**src/sv/wmf_ram.sv**
```systemverilog
// wmf_ram: generic single-write, single-read RAM with registered read data.
// No dependencies.
module wmf_ram #(
  parameter int WIDTH = 8,
  parameter int DEPTH = 256,
  localparam int AW = $clog2(DEPTH)
) (
  input  logic             clk,
  input  logic             we,
  input  logic [AW-1:0]    waddr,
  input  logic [WIDTH-1:0] wdata,
  input  logic [AW-1:0]    raddr,
  output logic [WIDTH-1:0] rdata
);

  logic [WIDTH-1:0] mem [DEPTH];

  always_ff @(posedge clk) begin
    if (we) begin
      mem[waddr] <= wdata;
    end
    rdata <= mem[raddr];
  end

endmodule

```
**config.mk**
```make
export PLATFORM = sky130hd
export DESIGN_NAME = wmf_ram
export DESIGN_NICKNAME = d
export VERILOG_FILES = /design/src/sv/wmf_ram.sv
export SDC_FILE = /design/constraint.sdc
export NUM_CORES = 2
export LEC_CHECK = 0
export BUFFER_PORTS_ARGS = -buffer_cell sky130_fd_sc_hd__buf_2
export CAP_MARGIN = 20
export CORE_MARGIN = 8
export CORE_UTILIZATION = 50
export CTS_CLUSTER_DIAMETER = 30
export DETAILED_ROUTE_END_ITERATION = 8
export GPL_TIMING_DRIVEN = 0
export PLACE_DENSITY_LB_ADDON = 0.12
export RECOVER_POWER = 25
export SYNTH_ARGS = -nofsm -noshare
export SYNTH_HDL_FRONTEND = slang
export SYNTH_SLANG_ARGS = --single-unit
```
**constraint.sdc**
```tcl
create_clock -name clk -period 2.5 [get_ports clk]
set_clock_uncertainty 0.2 [all_clocks]
set_input_delay 0.375 -clock clk [delete_from_list [all_inputs] [get_ports clk]]
set_output_delay 0.375 -clock clk [all_outputs]
set_load 0.03 [all_outputs]
```
Word level (Yosys, flattened, before mapping)
Memory sizes are Yosys's and may differ from the RTL's. A register that Yosys moved wholly into a read port is not among the register bits.
Cells that the tools add are included.
W data, S select, Z words.
- muxes and demuxes: 2
- operators by type and width (kind ; count):
    $mux W1 ; 2
- memories: 1
- logic and storage cells: 3
- bits in registers: 0
- memory bits (writable): 2048
- output and inout bits: 8
- memories (memory ; depth ; width ; rd ports ; clocked after Yosys merged registers in ; wr ports ; line ; source):
    mem ; 256 ; 8 ; 1 ; 1 ; 1 ; 16 ; logic [WIDTH-1:0] mem [DEPTH];

Longest topological paths before layout
- word-level depth: 2
- gate-level depth with buffers: 11

Least setup slack after synthesis
Ideal clock, no wire load.
- path kind: input-to-reg
- from: input port raddr[0]
- to: register rdata[2], read port of mem
- arrival: 2182 ps
- stages on the path: 9
- slack: -13 ps
- cell sequence: buf_6 -> buf_12 -> buf_8 -> buf_2 -> mux4_2 -> a22oi_1 -> a21oi_1 -> nor4_1 -> nor4_2
- RTL lines (element ; line ; source):
    start: declaration ; 12 ; input logic [AW-1:0] raddr,
    end: declaration ; 13 ; output logic [WIDTH-1:0] rdata

==> metrics.yaml <==
run_status:
  status: "finished, violations left"
  violations: "capacitance limit, slew limit, setup timing"
floorplan:
  die_h_microns: 414.9
  initial_utilization: 0.5029
  chipWidth_microns: 414.9
  die-area_sq_mm: 0.1721
  rows: 146
  num_io_pins: 34
  coreArea_sq_mm: 0.1582
layout:
  drive_gt1_frac: 0.3641
  finish.utilization: 0.6252
  nets: 4262
  area_growth_pct: 24.33
  final_cell_area_sq_mm: 0.09891
setup_path:
  max_stage_delay_ps: 560
  crit_fanout: 10
  cp-end-kind: "flip-flop"
  cp-start-kind: "input port"
  crit_type: "input port to flip-flop"
  path_cells: "buf_2, buf_6, nor2b_1, buf_1, clkbuf_2, a22oi_1, a21oi_1, nor4_2, nor4_4"
  slowest_stage: "clkbuf_2"
  cp.arrival_ps: 3320
  worst_ep_required_time_ps: 3060
global_route:
  grt_pass1_vias: 42730
  grt_overflow: 0
  grt_start_max_net_pins: 157
  track_usage: 0.2853
  grt_pass1_wl_microns: 341600
  antenna_found_initial: 9
synthesis:
  syn_area_per_cell_sq_um: 21.31
  syn_inst: 3733
  synth_edf_count: 2048
  synth_area_sq_mm: 0.07956
  async_flop_share: 0
  ys_ff_latch: 2056
  synth_nets: 3759
  ys.warnings.count: 0
  synth_cell_types: 55
  yosysMostFrequentCell: "edfxtp_1"
  yosysTopAreaCell: "edfxtp_1"
  synth.area.top_cells: "edfxtp_1 (77%), mux4_2 (13%), mux2i_1 (1.7%)"
  ys_seq_area_frac: 0.7750
  ys.flop_type: "edfxtp_1"
  netlist_top_cells_count: "edfxtp_1 (2048), mux4_2 (454), nor2_1 (282)"
  synth_top_area_frac: 0.7730
drt:
  num_vias: 42860
  detailedRoute.firstIterationViolations: 6337
  viasPerCell: 6.448
  wirelength_microns: 250500
  drc: 0
  drt_pass1_iterations: 6
  avgRoutedWirePerCell_microns: 37.70
  ant_nets: 0
timing:
  slew_headroom: -0.3751
  fmax_mhz: 362.8
  rsz0062_at_grt: "true"
  layout_setup_ws_ps: -256.6
  slew_viol_final: 647
  setup_viol: 530
  min_period_ps: 2757
  period_share: 1.103
  hold_violations: 0
  worst-slew-pin-transition_ps: 2063
clock_network:
  cts_inserted_buffers: 415
  path_clk_slew_ps: 50
  clock_sinks: 2056
  clkLatencyLatePin_ps: 950
  clockRootBuffer: "clkbuf_16"
  cts_buffer_depth: 4
  h-tree-depth: 5
  tritoncts: "built"
power_and_ir_drop:
  p_per_area_mw_per_mm2: 977.0
  clkPwrFrac: 0.558
  p_int_mw: 75.14
  leakagePower_nw: 31.53
  p_seq_frac: 0.395
  combPwrFrac: 0.047
  ir_drop_mv: 0.8462
  p_switching_mw: 21.49
  netSwitchingFraction: 0.2224
hold_path:
  min_path_type: "input port to flip-flop"
place:
  hpwl_microns: 163000
  io_buffers: 26
  place_area_sq_mm: 0.08308
  gp_congestion: 0.9446
job:
  cap_viol_max_count: 5
## sequential cells by signal, summed over array words and instances (netlist names)
register	cells
mem	2048
rdata	8
## path summary, 6_finish.rpt
kind / from / depth (start not counted) / slack [ps] / endpoint
worst max-delay path: raddr[2] / 9 / -260 / rdata[5]
worst min-delay path: waddr[2] / 3 / 70 / mem[173][5]
worst max register to register: mem[82][3] / 6 / -200 / rdata[3]
worst min register to register: mem[144][4] / 5 / 990 / rdata[4]
## cell families (layout without fill, tap and decap cells)
family          count (synthesis)  count (layout)  synth area share
compound gates                385             385           0.03419
mux                           591             591            0.1462
buf+inv                       235            1070           0.01831
simple gates                  466             466           0.02628
other cells                     0               6                 0
flops                        2056            2056            0.7750
## power groups by stage
| stage | clock (mW) | sequential [mW] | combinational (mW) |
|---|---|---|---|
| finish | 53.9 | 38.2 | 4.53 |
| global placement | 0 | 38.9 | 3.96 |
| detailed placement | 0 | 38.8 | 4.14 |
| floorplan | 0 | 38.8 | 1.85 |
| CTS | 54.1 | 38.1 | 4.42 |
| global route | 55.7 | 38.1 | 4.61 |
## worst max-delay path, delay by kind of cell
family / cells / cell delay (ps)
buffers and inverters: 4 / 1420
AOI/OAI and AO/OA: 2 / 650
and+or+nand+nor: 3 / 820
## area by class of cell
cell class                      count  area, sq um
Clock inverter                    284         3025
Antenna cell                        6        15.01
Timing Repair Buffer               87        972.2
Fill cell                       10900        59290
Sequential cell                  2056        61660
Clock buffer                      465        10680
Tap cell                         2072         2592
Multi-Input combinational cell   1442        18060
Inverter                            2        8.758
Buffer                            232         1892
## layer usage
layer,share of wire,vias up,GRT usage
met5,0.000052,-,0.004166
met3,0.10,553,0.07658
met4,0.053,2,0.1415
li1,-,16950,-
met1,0.39,22740,0.3918
met2,0.45,2610,0.4249
## what timing repair did
item                       in CTS  in global routing
pin swaps                      18                 27
hold buffers                    8                  0
buffers inserted                3                  4
resized for setup             434                143
setup endpoints to repair    1283                762
hold endpoints to repair      907                  0
cloned                          0                  0
## stage by stage
| step | worst slack [ps] | TNS [ps] | total power [mW] | std cells | hold slack [ps] |
|---|---|---|---|---|---|
| 2_1_floorplan | -2.724 | -2.724 | 40.65 | 3733 | 273.9 |
| 3_3_place_gp | -3620 | -7278460 | 42.87 | 5831 | 614.2 |
| 3_5_place_dp | -2736 | -1910830 | 42.91 | 5872 | 460.9 |
| 4_1_cts | -281.9 | -2305 | 96.65 | 6631 | 63.02 |
| 5_1_grt | -261.5 | -82910 | 98.48 | 6643 | 5.256 |
| 6_report | -256.6 | -21780 | 96.63 | 6646 | 67.09 |
## placed cells by master (no fill, tap or decap), drive strengths merged, types with 27 or more instances in the layout
cell,netlist,routed
nor4,27,27
nand2,33,33
a22oi,133,133
o22ai,28,28
o221ai,47,47
buf,122,197
nor2,282,282
nand3,34,34
bufinv,0,47
clkbuf,111,577
a21oi,96,96
mux2i,134,134
inv,1,47
clkinvlp,0,63
nor2b,31,31
edfxtp,2048,2048
clkinv,1,129
mux4,456,456
Power figures use the tool's default switching activity.
