<file path="src/sv/wmf_pkg.sv">
// wmf_pkg: widths, opcodes, sequencer states and the shared-unit request word
// for the window max-frequency tracker. No dependencies.
package wmf_pkg;

  localparam int VALUE_BITS    = 17;  // index width of the per-value count table
  localparam int COUNT_BITS    = 17;  // width of one count, index width of population
  localparam int IN_VALUE_BITS = 17;  // port width of in_value
  localparam int OUT_BITS      = 17;  // port width of out_max_frequency

  // A population entry can reach 2^VALUE_BITS.
  localparam int POP_BITS = VALUE_BITS + 1;
  localparam int ALU_BITS = (COUNT_BITS > POP_BITS) ? COUNT_BITS : POP_BITS;
  localparam int CLR_BITS = (VALUE_BITS > COUNT_BITS) ? VALUE_BITS : COUNT_BITS;

  localparam int VALUE_DEPTH = 1 << VALUE_BITS;
  localparam int COUNT_DEPTH = 1 << COUNT_BITS;

  localparam logic [COUNT_BITS-1:0] COUNT_MAX = '1;
  localparam logic [COUNT_BITS-1:0] COUNT_ZERO = '0;
  localparam logic [COUNT_BITS-1:0] COUNT_ONE = COUNT_BITS'(1);
  localparam logic [POP_BITS-1:0]   POP_ONE = POP_BITS'(1);
  localparam logic [CLR_BITS-1:0]   CLR_LAST = '1;

  typedef enum logic {
    OP_ADD    = 1'b0,
    OP_REMOVE = 1'b1
  } op_t;

  typedef enum logic [2:0] {
    ST_CLEAR,
    ST_IDLE,
    ST_CNT,
    ST_POP_A,
    ST_POP_B
  } state_t;

  // request to the shared +/-1 unit
  typedef struct packed {
    logic [ALU_BITS-1:0] operand;
    logic                dec;
  } alu_req_t;

endpackage

</file>
<file path="src/sv/wmf_alu.sv">
// wmf_alu: shared increment/decrement unit used by every item's table updates.
// Depends on wmf_pkg.
module wmf_alu import wmf_pkg::*; (
  input  alu_req_t            req,
  output logic [ALU_BITS-1:0] res
);

  always_comb begin
    if (req.dec) begin
      res = req.operand - ALU_BITS'(1);
    end else begin
      res = req.operand + ALU_BITS'(1);
    end
  end

endmodule

</file>
<file path="config.mk">
export PLATFORM = sky130hd
export DESIGN_NAME = wmf_alu
export DESIGN_NICKNAME = d
export VERILOG_FILES = /design/src/sv/wmf_pkg.sv /design/src/sv/wmf_alu.sv
export SDC_FILE = /design/constraint.sdc
export NUM_CORES = 1
export LEC_CHECK = 0
export BUFFER_PORTS_ARGS = -buffer_cell sky130_fd_sc_hd__buf_2
export CORE_AREA = 2 2 43 45
export DETAILED_ROUTE_END_ITERATION = 8
export DIE_AREA = 0 0 45 47
export MAX_ROUTING_LAYER = met4
export PLACE_DENSITY = 0.9
export SLEW_MARGIN = 20
export SYNTH_ARGS = -nofsm -noshare
export SYNTH_HDL_FRONTEND = slang
export SYNTH_SLANG_ARGS = --single-unit
</file>
<file path="constraint.sdc">
create_clock -name vclk -period 3.1
set_input_delay 0.155 -clock vclk [all_inputs]
set_output_delay 0.155 -clock vclk [all_outputs]
set_load 0.01 [all_outputs]
</file>
== After elaboration in Yosys (flattened, before gate mapping) ==
Cells that the tools add are included.

* Logic and storage cells: 3
* Register bits after elaboration: 0
* Input bits: 19

* $add $sub $neg: 2
* Multiplexer cells: 1

{| class="wikitable"
|+ Operator list
! operator !! count
|-
| 18-bit by 1-bit adder with 18-bit output, second input constant || 1
|-
| 18-bit 2-to-1 mux || 1
|-
| 18-bit by 1-bit subtractor with 18-bit output, second input constant || 1
|}

== Logic depth before layout (Yosys ltp) ==
* Depth after elaboration: 2
* Depth in mapped cells: 7

== Worst setup path after synthesis ==
OpenSTA, ideal clock, no wires.

* Path type: input port to output port
* Start point: input req[0] (netlist name)
* End point: output res[12]
* Data required time: 2.945 ns
* Arrival: 1.738 ns
* Cell stages on the path: 6
* Slack: 1.207 ns
* Buffers on the path: 0
* Cell sequence: fa_1 > a211oi_1 > o21ai_0 > a41oi_1 > o21ai_0 > xor2_1

* Longest elaborated chain between the ends: 1

{| class="wikitable"
|+ RTL lines
! what !! line !! text
|-
| start: declaration || wmf_alu.sv:4 || <nowiki>input alu_req_t req,</nowiki>
|-
| 18-bit 2-to-1 mux || wmf_alu.sv:9 || <nowiki>if (req.dec) begin</nowiki>
|-
| end: declaration || wmf_alu.sv:5 || <nowiki>output logic [ALU_BITS-1:0] res</nowiki>
|}

Every way passes these cells.

== Worst setup path in the final report ==
Same ends and word-level chain as after synthesis.

==> insert_results.sql <==
INSERT INTO impl_metrics (metric_group, metric, value, unit) VALUES
('run_status', 'status', 'completed', ''),
('power_and_ir_drop', 'power_leakage', '0.4971', 'nW'),
('timing', 'final-setup-viol-count', '0', ''),
('timing', 'layout_min_cycle_time', '2.431', 'ns'),
('routing', 'drt-wirelength-per-cell', '13.54', 'um'),
('flow_run', 'cap_viol_max_count', '0', ''),
('placed_design', 'finalWeightedCongestion', '0.8191', ''),
('global_route', 'globalRouteOverflowTotal', '0', ''),
('routing', 'met2RoutedLength', '1240', 'um'),
('cells_and_area', 'clkbuf_count', '0', ''),
('worst_setup_path', 'critical_path.max_stage_delay', '0.51', 'ns'),
('synthesis', 'yosysUniqueCellTypes', '33', ''),
('die', 'die_h', '47', 'um'),
('global_route', 'first_global_vias', '893', ''),
('power_and_ir_drop', 'pwr_density_cell', '260.0', 'nW/um2'),
('routing', 'via_per_inst', '6.143', ''),
('worst_setup_path', 'cpMaxStageDelayCell', 'sky130_fd_sc_hd__fa_1', ''),
('synthesis', 'mapped_cells', '115', ''),
('clock_network', 'cts_hold_repair.buffers', '0', ''),
('cells_and_area', 'area_growth_syn_to_layout', '24.04', '%'),
('timing', 'part_of_the_cycle_the_worst_path_needs', '78.41', '%'),
('timing', 'max-slew-margin-rel', '72.92', '%'),
('global_route', 'grt_antenna_before_repair', '0', ''),
('die', 'core.rowCount', '15', ''),
('die', 'num_io_pins', '37', ''),
('synthesis', 'postSynthNetCount', '151', ''),
('cells_and_area', 'fin_cells', '168', ''),
('routing', 'met1_length', '918', 'um'),
('synthesis', 'post_synthesis_cell_area', '843.3', 'um2'),
('die', 'die_width', '45', 'um'),
('die', 'initial_utilization', '51.06', '%'),
('routing', 'drt_wl_total', '2274', 'um'),
('routing', 'detail_route.drc_violations', '0', ''),
('worst_setup_path', 'worst-endpoint-arrival', '2.28', 'ns'),
('synthesis', 'synth.yosys.warnings', '0', ''),
('worst_setup_path', 'timing.setup.critical_path_class', 'in2out', ''),
('power_and_ir_drop', 'design_power_total', '0.2719', 'mW'),
('routing', 'detailedRoute.firstPassIterationCount', '4', ''),
('hold_path', 'hp-class', 'in2out', ''),
('timing', 'slew_viol_final', '0', ''),
('global_route', 'global_route_wire_length_before_repair', '3553', 'um'),
('power_and_ir_drop', 'ir_drop_worst_vdd', '0.1379', 'mV'),
('routing', 'routed.top_layer', 'met4', ''),
('timing', 'timing_hold_violations_final', '0', ''),
('timing', 'rsz0062_at_grt', 'no', ''),
('clock_network', 'cts.repair.resized', '0', ''),
('timing', 'fmaxAchievable', '411.4', 'MHz'),
('worst_setup_path', 'req_time_crit_path', '2.94', 'ns'),
('worst_setup_path', 'critPathCaptureType', 'primary output', ''),
('die', 'design.die.area', '2115', 'um2'),
('placed_design', 'dp.cells', '168', ''),
('global_route', 'pin_count_of_the_biggest_net_entering_global_routing', '19', ''),
('timing', 'timing_worst_slew_pin_value', '0.4019', 'ns'),
('placed_design', 'dp_hpwl', '1978', 'um'),
('routing', 'detail-route-antenna-nets', '0', ''),
('synthesis', 'synth.yosys.seq_area_share', '0', '%'),
('cells_and_area', 'n_sequential_cell', '0', ''),
('routing', 'vias', '1032', ''),
('worst_setup_path', 'critical_path.startpoint_type', 'input pin', ''),
('worst_setup_path', 'cell_family_contributing_the_most_delay_on_the_critical_path', 'compound AO/OA/AOI/OAI gates', ''),
('routing', 'met3RoutedLength', '77', 'um'),
('synthesis', 'syn_avg_cell_area', '7.333', 'um2'),
('cells_and_area', 'fin_nets', '189', ''),
('cells_and_area', 'share_of_post_route_cells_with_drive_strength_above_1', '27.15', '%'),
('clock_network', 'cts.repair_timing.setup_buffer_count', '0', ''),
('global_route', 'grt_use_total', '22.25', '%'),
('die', 'fp.coreArea', '1652', 'um2'),
('routing', 'detail_route.iter0.violations', '35', ''),
('cells_and_area', 'num_antenna_cells', '0', ''),
('placed_design', 'portBuffers', '37', ''),
('worst_setup_path', 'crit_path_cell_trace', 'buf_2 > fa_1 > a211oi_1 > o21ai_0 > a41oi_1 > o21ai_0 > xor2_1 > buf_2', ''),
('cells_and_area', 'final-seq-area', '0', 'um2'),
('worst_setup_path', 'critPathMaxFanout', '18', ''),
('timing', 'fin_tns_setup', '0', 'ns'),
('worst_setup_path', 'critical_path.n_buffers_inverters', '2', '');
-- layer usage --
metal / GRT usage [%] / vias up
li1: - / 524
met1: 25.57 / 473
met2: 43.43 / 31
met3: 0 / 4
met4: 4.118 / 0
met5: - / -
-- synthesized netlist by cell type --
cell / instances / area [um2]
sky130_fd_sc_hd__a41o_1: 1 / 10.01
sky130_fd_sc_hd__nor4_1: 1 / 6.260
sky130_fd_sc_hd__o211a_1: 1 / 10.01
sky130_fd_sc_hd__xor2_1: 6 / 52.55
sky130_fd_sc_hd__a311o_1: 1 / 10.01
sky130_fd_sc_hd__clkbuf_1: 1 / 3.750
sky130_fd_sc_hd__o211ai_1: 2 / 15.01
sky130_fd_sc_hd__a31oi_1: 1 / 6.260
sky130_fd_sc_hd__nand2_1: 11 / 41.29
sky130_fd_sc_hd__inv_1: 3 / 11.26
sky130_fd_sc_hd__nor2_1: 6 / 22.52
sky130_fd_sc_hd__xnor2_1: 8 / 70.07
sky130_fd_sc_hd__o2111ai_2: 1 / 15.01
sky130_fd_sc_hd__a211o_1: 1 / 8.760
sky130_fd_sc_hd__o31ai_1: 1 / 7.510
sky130_fd_sc_hd__a21oi_1: 14 / 70.07
sky130_fd_sc_hd__o21bai_1: 3 / 22.52
sky130_fd_sc_hd__or3_4: 1 / 11.26
sky130_fd_sc_hd__a311oi_1: 1 / 8.760
sky130_fd_sc_hd__nand2_2: 1 / 6.260
sky130_fd_sc_hd__o311ai_2: 1 / 16.27
sky130_fd_sc_hd__ha_1: 16 / 200.2
sky130_fd_sc_hd__nand4_1: 2 / 12.51
sky130_fd_sc_hd__a2111oi_0: 1 / 8.760
sky130_fd_sc_hd__o21ai_0: 10 / 50.05
sky130_fd_sc_hd__nor3b_1: 2 / 15.01
sky130_fd_sc_hd__and2_1: 1 / 6.260
sky130_fd_sc_hd__nand3_1: 5 / 25.02
sky130_fd_sc_hd__a211oi_1: 3 / 22.52
sky130_fd_sc_hd__a41oi_1: 2 / 17.52
sky130_fd_sc_hd__fa_1: 1 / 20.02
sky130_fd_sc_hd__a21o_1: 4 / 30.03
sky130_fd_sc_hd__nor3_1: 2 / 10.01
-- placed cells by master (no fill, tap or decap), types with 3 or more instances in the layout --
master | synthesis | layout
sky130_fd_sc_hd__nand3_1 | 5 | 5
sky130_fd_sc_hd__buf_2 | 0 | 37
sky130_fd_sc_hd__nor2_1 | 6 | 6
sky130_fd_sc_hd__inv_1 | 3 | 3
sky130_fd_sc_hd__a21o_1 | 4 | 4
sky130_fd_sc_hd__o21bai_1 | 3 | 3
sky130_fd_sc_hd__xnor2_1 | 8 | 8
sky130_fd_sc_hd__nand2_1 | 11 | 11
sky130_fd_sc_hd__o21ai_0 | 10 | 10
sky130_fd_sc_hd__xor2_1 | 6 | 6
sky130_fd_sc_hd__ha_1 | 16 | 16
sky130_fd_sc_hd__a211oi_1 | 3 | 3
sky130_fd_sc_hd__a21oi_1 | 14 | 14
-- path summary, 6_finish.rpt --
| path | from | end | slack, ns | cells after the start |
|---|---|---|---|---|
| max | req[0] | res[12] | 0.67 | 8 |
| min | req[1] | res[0] | 0.60 | 3 |
-- kinds of logic (layout without fill, tap and decap cells) --
group	after synthesis	count (layout)	synth area share, %
AOI/OAI and AO/OA	48	48	39.02
buffers and inverters	4	40	1.780
xor gates and xnor gates	14	14	14.54
and+or+nand+nor	32	32	18.55
adders and majority gates	17	17	26.11
-- layout make-up --
cell class / count / area (um2)
Multi-Input combinational cell: 111 / 828.3
Fill cell: 145 / 605.6
Timing Repair Buffer: 37 / 185.2
Tap cell: 17 / 21.27
Inverter: 3 / 11.26
-- through the flow --
stage / util, % / instance area [um2] / hold slack, ns / setup WS, ns
after global placement: 63.33 / 1046 / 0.5945 / 0.7592
after detailed placement: 63.33 / 1046 / 0.6029 / 0.7085
final: 63.33 / 1046 / 0.6032 / 0.6692
after floorplan: - / 843.3 / 0.3535 / 1.207
after global routing: 63.33 / 1046 / 0.6249 / 0.5284
after CTS: 63.33 / 1046 / 0.6039 / 0.7055
-- report_power, final --
part | switching, mW | total, mW | leakage (nW) | internal [mW]
Clock | 0 | 0 | 0 | 0
Combinational | 0.153 | 0.272 | 0.497 | 0.119
Sequential | 0 | 0 | 0 | 0
Power figures use the tool's default switching activity.
